`config.mk`:
```
export PLATFORM = sky130hd
export DESIGN_NAME = mp2a_ram
export DESIGN_NICKNAME = d
export VERILOG_FILES = /design/src/rtl/core/mp2a_ram.sv
export SDC_FILE = /design/constraint.sdc
export NUM_CORES = 1
export LEC_CHECK = 0
export ABC_CLOCK_PERIOD_IN_PS = 3800
export BUFFER_PORTS_ARGS = -buffer_cell sky130_fd_sc_hd__buf_4
export CAP_MARGIN = 10
export CORE_AREA = 2 2 90 178
export DETAILED_ROUTE_END_ITERATION = 16
export DIE_AREA = 0 0 92 180
export PLACE_DENSITY = 0.5
export REMOVE_ABC_BUFFERS = 1
export SYNTH_ARGS = -nofsm -noshare
export SYNTH_HDL_FRONTEND = slang
export SYNTH_SLANG_ARGS = --single-unit
```
`constraint.sdc`:
```
create_clock -name clk -period 3.8 [get_ports clk]
set_clock_uncertainty 0.1 [all_clocks]
set_input_delay 0.76 -clock clk [delete_from_list [all_inputs] [get_ports clk]]
set_output_delay 0.76 -clock clk [all_outputs]
set_load 0.05 [all_outputs]
```
`src/rtl/core/mp2a_ram.sv`:
```
// Generic simple dual-port RAM: one write port, one read port, registered read.
// Used for the pooling line store; no dependencies.
`timescale 1ns / 1ps

module mp2a_ram #(
    parameter int WIDTH = 8,
    parameter int DEPTH = 16,
    localparam int AW = (DEPTH > 1) ? $clog2(DEPTH) : 1
) (
    input  logic             clk,
    input  logic             wr_en,
    input  logic [AW-1:0]    wr_addr,
    input  logic [WIDTH-1:0] wr_data,
    input  logic             rd_en,
    input  logic [AW-1:0]    rd_addr,
    output logic [WIDTH-1:0] rd_data
);

    logic [WIDTH-1:0] mem [DEPTH];

    // Write port
    always_ff @(posedge clk)
    begin
        if (wr_en)
        begin
            mem[wr_addr] <= wr_data;
        end
    end

    // Registered read port
    always_ff @(posedge clk)
    begin
        if (rd_en)
        begin
            rd_data <= mem[rd_addr];
        end
    end

endmodule

```
### Yosys cells after proc, flatten, opt, wreduce, memory -nomap -nowiden

Memories as Yosys holds them, arrays and structs flattened. A register that Yosys moved wholly into a read port is not among the register bits.
Cells that the tools add are included.
W data, S select, Z words.

* mux-type cells: 2

Operator list (count)
* $mux W1: 2

* flip-flop bits (word level): 0
* RAM bits: 128
* input bits: 19
* output and inout bits: 8
* word-level logic and storage cells: 3
* memories kept: 1

Memory list
* mem: words 16, bits a word 8, rd ports 1, clocked after memory_dff 1, wr ports 1, line 19 `logic [WIDTH-1:0] mem [DEPTH];`

### Logic depth before layout (Yosys ltp)

* depth after elaboration: 2
* mapped depth: 5
* depth with buffers taken out: 3

### Worst setup path after synthesis

Ideal clock, no wire load.

* path type: input to register
* start point: in wr_addr[2]
* end point: mem mem[0][0], enable pin
* library setup time: 0.383 ns
* arrival: 1.870 ns
* required time: 3.317 ns
* slack: 1.447 ns
* stages: 2
* path buffers: 0
* cells stage by stage: or3b_2 nor3_1

RTL lines
* start, declared: line 12 `input logic [AW-1:0] wr_addr,`
* end, declared: line 19

No word-level cell before the write port.

==> impl_metrics.env <==
export IMPL_status="completed"
export IMPL_yosys_area_top_type="edfxtp_1"
export IMPL_synthesis_area_mm2=0.00523
export IMPL_cts_made_buffers=17
export IMPL_ys_ff_latch=136
export IMPL_hold_path_class="input port to flip-flop"
export IMPL_tns_ps=0
export IMPL_overflow=0
export IMPL_cts_tree="yes"
export IMPL_n_fill_cell=1390
export IMPL_fin_crit_sh_pct=57.8
export IMPL_routed_via_density=4.95
export IMPL_core_area_mm2=0.0152
export IMPL_leakage_nw=2.04
export IMPL_path_clk_slew_ps=60
export IMPL_dp_hpwl_mm=7.11
export IMPL_top_level_ports=27
export IMPL_max_freq_ghz=0.456
export IMPL_avgSynthCellArea_um2=22.8
export IMPL_final_core_util_pct=40.6
export IMPL_final_common_cell="edfxtp_1"
export IMPL_crit_path_start_kind="input port"
export IMPL_grt_pass1_wl_mm=15.9
export IMPL_start_util_pct=34.4
export IMPL_clockRootBuffer="clkbuf_16"
export IMPL_r2r_slack_ps=2240
export IMPL_relSlewSlack_pct=37.9
export IMPL_required_ps=3860
export IMPL_synth_top_area_share_pct=78.1
export IMPL_wl_mm=10.7
export IMPL_drv_cap=0
export IMPL_grt_pass1_vias=2526
export IMPL_clockPowerShare_pct=43.4
export IMPL_yosysWarnings=0
export IMPL_switchingPower_w=0.000688
export IMPL_drt_iter0_markers=163
export IMPL_arrival_ps=2250
export IMPL_die_area_mm2=0.0166
export IMPL_post_cts_resized=0
export IMPL_cts_hold_buf=0
export IMPL_dr_total_vias=2389
export IMPL_holdWs_ps=540
export IMPL_die_height_um=180
export IMPL_first_pass_iters=4
export IMPL_slew_violations=0
export IMPL_multiInputGateArea_mm2=0.00106
export IMPL_final_cell_mix="136 x edfxtp_1, 36 x buf_4, 18 x mux4_2"
export IMPL_die_w_um=92
export IMPL_syn_inst=229
export IMPL_cts_buffer_depth=2
export IMPL_p_seq_share_pct=51.1
export IMPL_synth_distinct_cells=18
export IMPL_finalHoldViolCount=0
export IMPL_worstMarginPinSlew_ps=929
export IMPL_ys_seq_area_share_pct=78.1
export IMPL_post_cts_setup_buffers=0
export IMPL_rows=64
export IMPL_worstSetupEndpointType="flip-flop"
export IMPL_wl_per_cell_um=22.1
export IMPL_worstSkewPairLatency_ps=410
export IMPL_antenna_found_initial=0
export IMPL_area_growth_pct=18.1
export IMPL_switching_share_pct=20.7
export IMPL_drive_above_1_share_pct=28.8
export IMPL_yosys_top_cells_area="edfxtp_1 78%, mux4_2 7.8%, mux4_1 7.0%"
export IMPL_grt_max_degree=33
export IMPL_portBuffers=26
export IMPL_power_density_mw_per_mm2=538
export IMPL_crit_fanout=32
export IMPL_htreeDepth=4
export IMPL_nNetsFinal=293
export IMPL_critPathKind="input port to flip-flop"
export IMPL_min_period_ps=2200
export IMPL_power_frac_comb_pct=5.5
export IMPL_diodes=0
export IMPL_ff_latch_area_mm2=0.00408
export IMPL_p_int_w=0.00264
export IMPL_rsz0062_at_grt="no"
export IMPL_ant_nets=0
export IMPL_vdd_drop_max_mv=0.286
export IMPL_setup_viol=0
export IMPL_cts_sinks=136
export IMPL_grt_usage_pct=13.9
export IMPL_routabilityCongestion=0.712
export IMPL_drc=0
-- cell usage after synthesis --
master / instances
buf_4: 1
nand3b_1: 2
buf_2: 3
buf_6: 3
nand2_1: 9
mux4_2: 18
nor2b_1: 1
nand2b_1: 2
nand3_1: 1
a22oi_1: 16
edfxtp_1: 136
or3b_2: 1
nor2_1: 13
mux4_1: 14
and2b_1: 1
nor3_1: 4
and2_1: 1
clkdlybuf4s25_2: 3
-- critical path, stage by stage --
cell and delay (ps):
buf_4 490, mux4_2 580, a22oi_1 300, nand2_1 80
-- power groups by stage --
stage / Sequential [W] / Clock (W) / Combinational [W]
6_report: 0.00170 / 0.00144 / 0.000181
5_1_grt: 0.00170 / 0.00154 / 0.000198
4_1_cts: 0.00170 / 0.00147 / 0.000187
3_5_place_dp: 0.00173 / 0 / 0.000186
3_3_place_gp: 0.00173 / 0 / 0.000184
2_1_floorplan: 0.00175 / 0 / 0.0000674
-- through the flow --
stage | total power (W) | area [um2] | std cells | worst slack (ps)
floorplan | 0.00182 | 5140 | 219 | 1450
global placement | 0.00191 | 5660 | 453 | 1150
detailed placement | 0.00192 | 5660 | 453 | 1150
CTS | 0.00336 | 6180 | 483 | 1580
global route | 0.00343 | 6180 | 483 | 1470
finish | 0.00332 | 6180 | 483 | 1600
-- cell families (layout without fill, tap and decap cells) --
family / Yosys count / in the layout / synth area share [%]
and+or+nand+nor: 35 / 35 / 3.14
DFF: 136 / 136 / 78.1
buffers and inverters: 10 / 66 / 1.65
AOI/OAI and AO/OA: 16 / 16 / 2.30
muxes: 32 / 32 / 14.8
-- cell type report --
cell class / instances / share of cell area, %
Timing Repair Buffer: 36 / 4.38
Clock inverter: 12 / 1.42
Multi-Input combinational cell: 83 / 17.1
Clock buffer: 18 / 6.95
Sequential cell: 136 / 66.1
Tap cell: 198 / 4.01
-- registers in the layout (all words and copies together) (netlist names) --
| signal | flops |
|---|---|
| rd_data | 8 |
| mem | 128 |
-- routing by layer --
layer | wire length, um | vias up | global-route usage [%]
met4 | 319 | 0 | 7.28
met2 | 6200 | 62 | 25.6
met1 | 3820 | 1243 | 14.3
li1 | - | 1065 | -
met3 | 354 | 19 | 3.39
met5 | 0 | - | 0
-- path summary, 6_finish.rpt --
check	from	endpoint	depth (start not counted)
setup / recovery	rd_addr[0]	rd_data[4]	4
hold / removal	rd_en	rd_data[1]	1
setup reg to reg	mem[1][4]	rd_data[4]	3
hold reg to reg	mem[14][1]	rd_data[1]	3
Power figures use the tool's default switching activity.
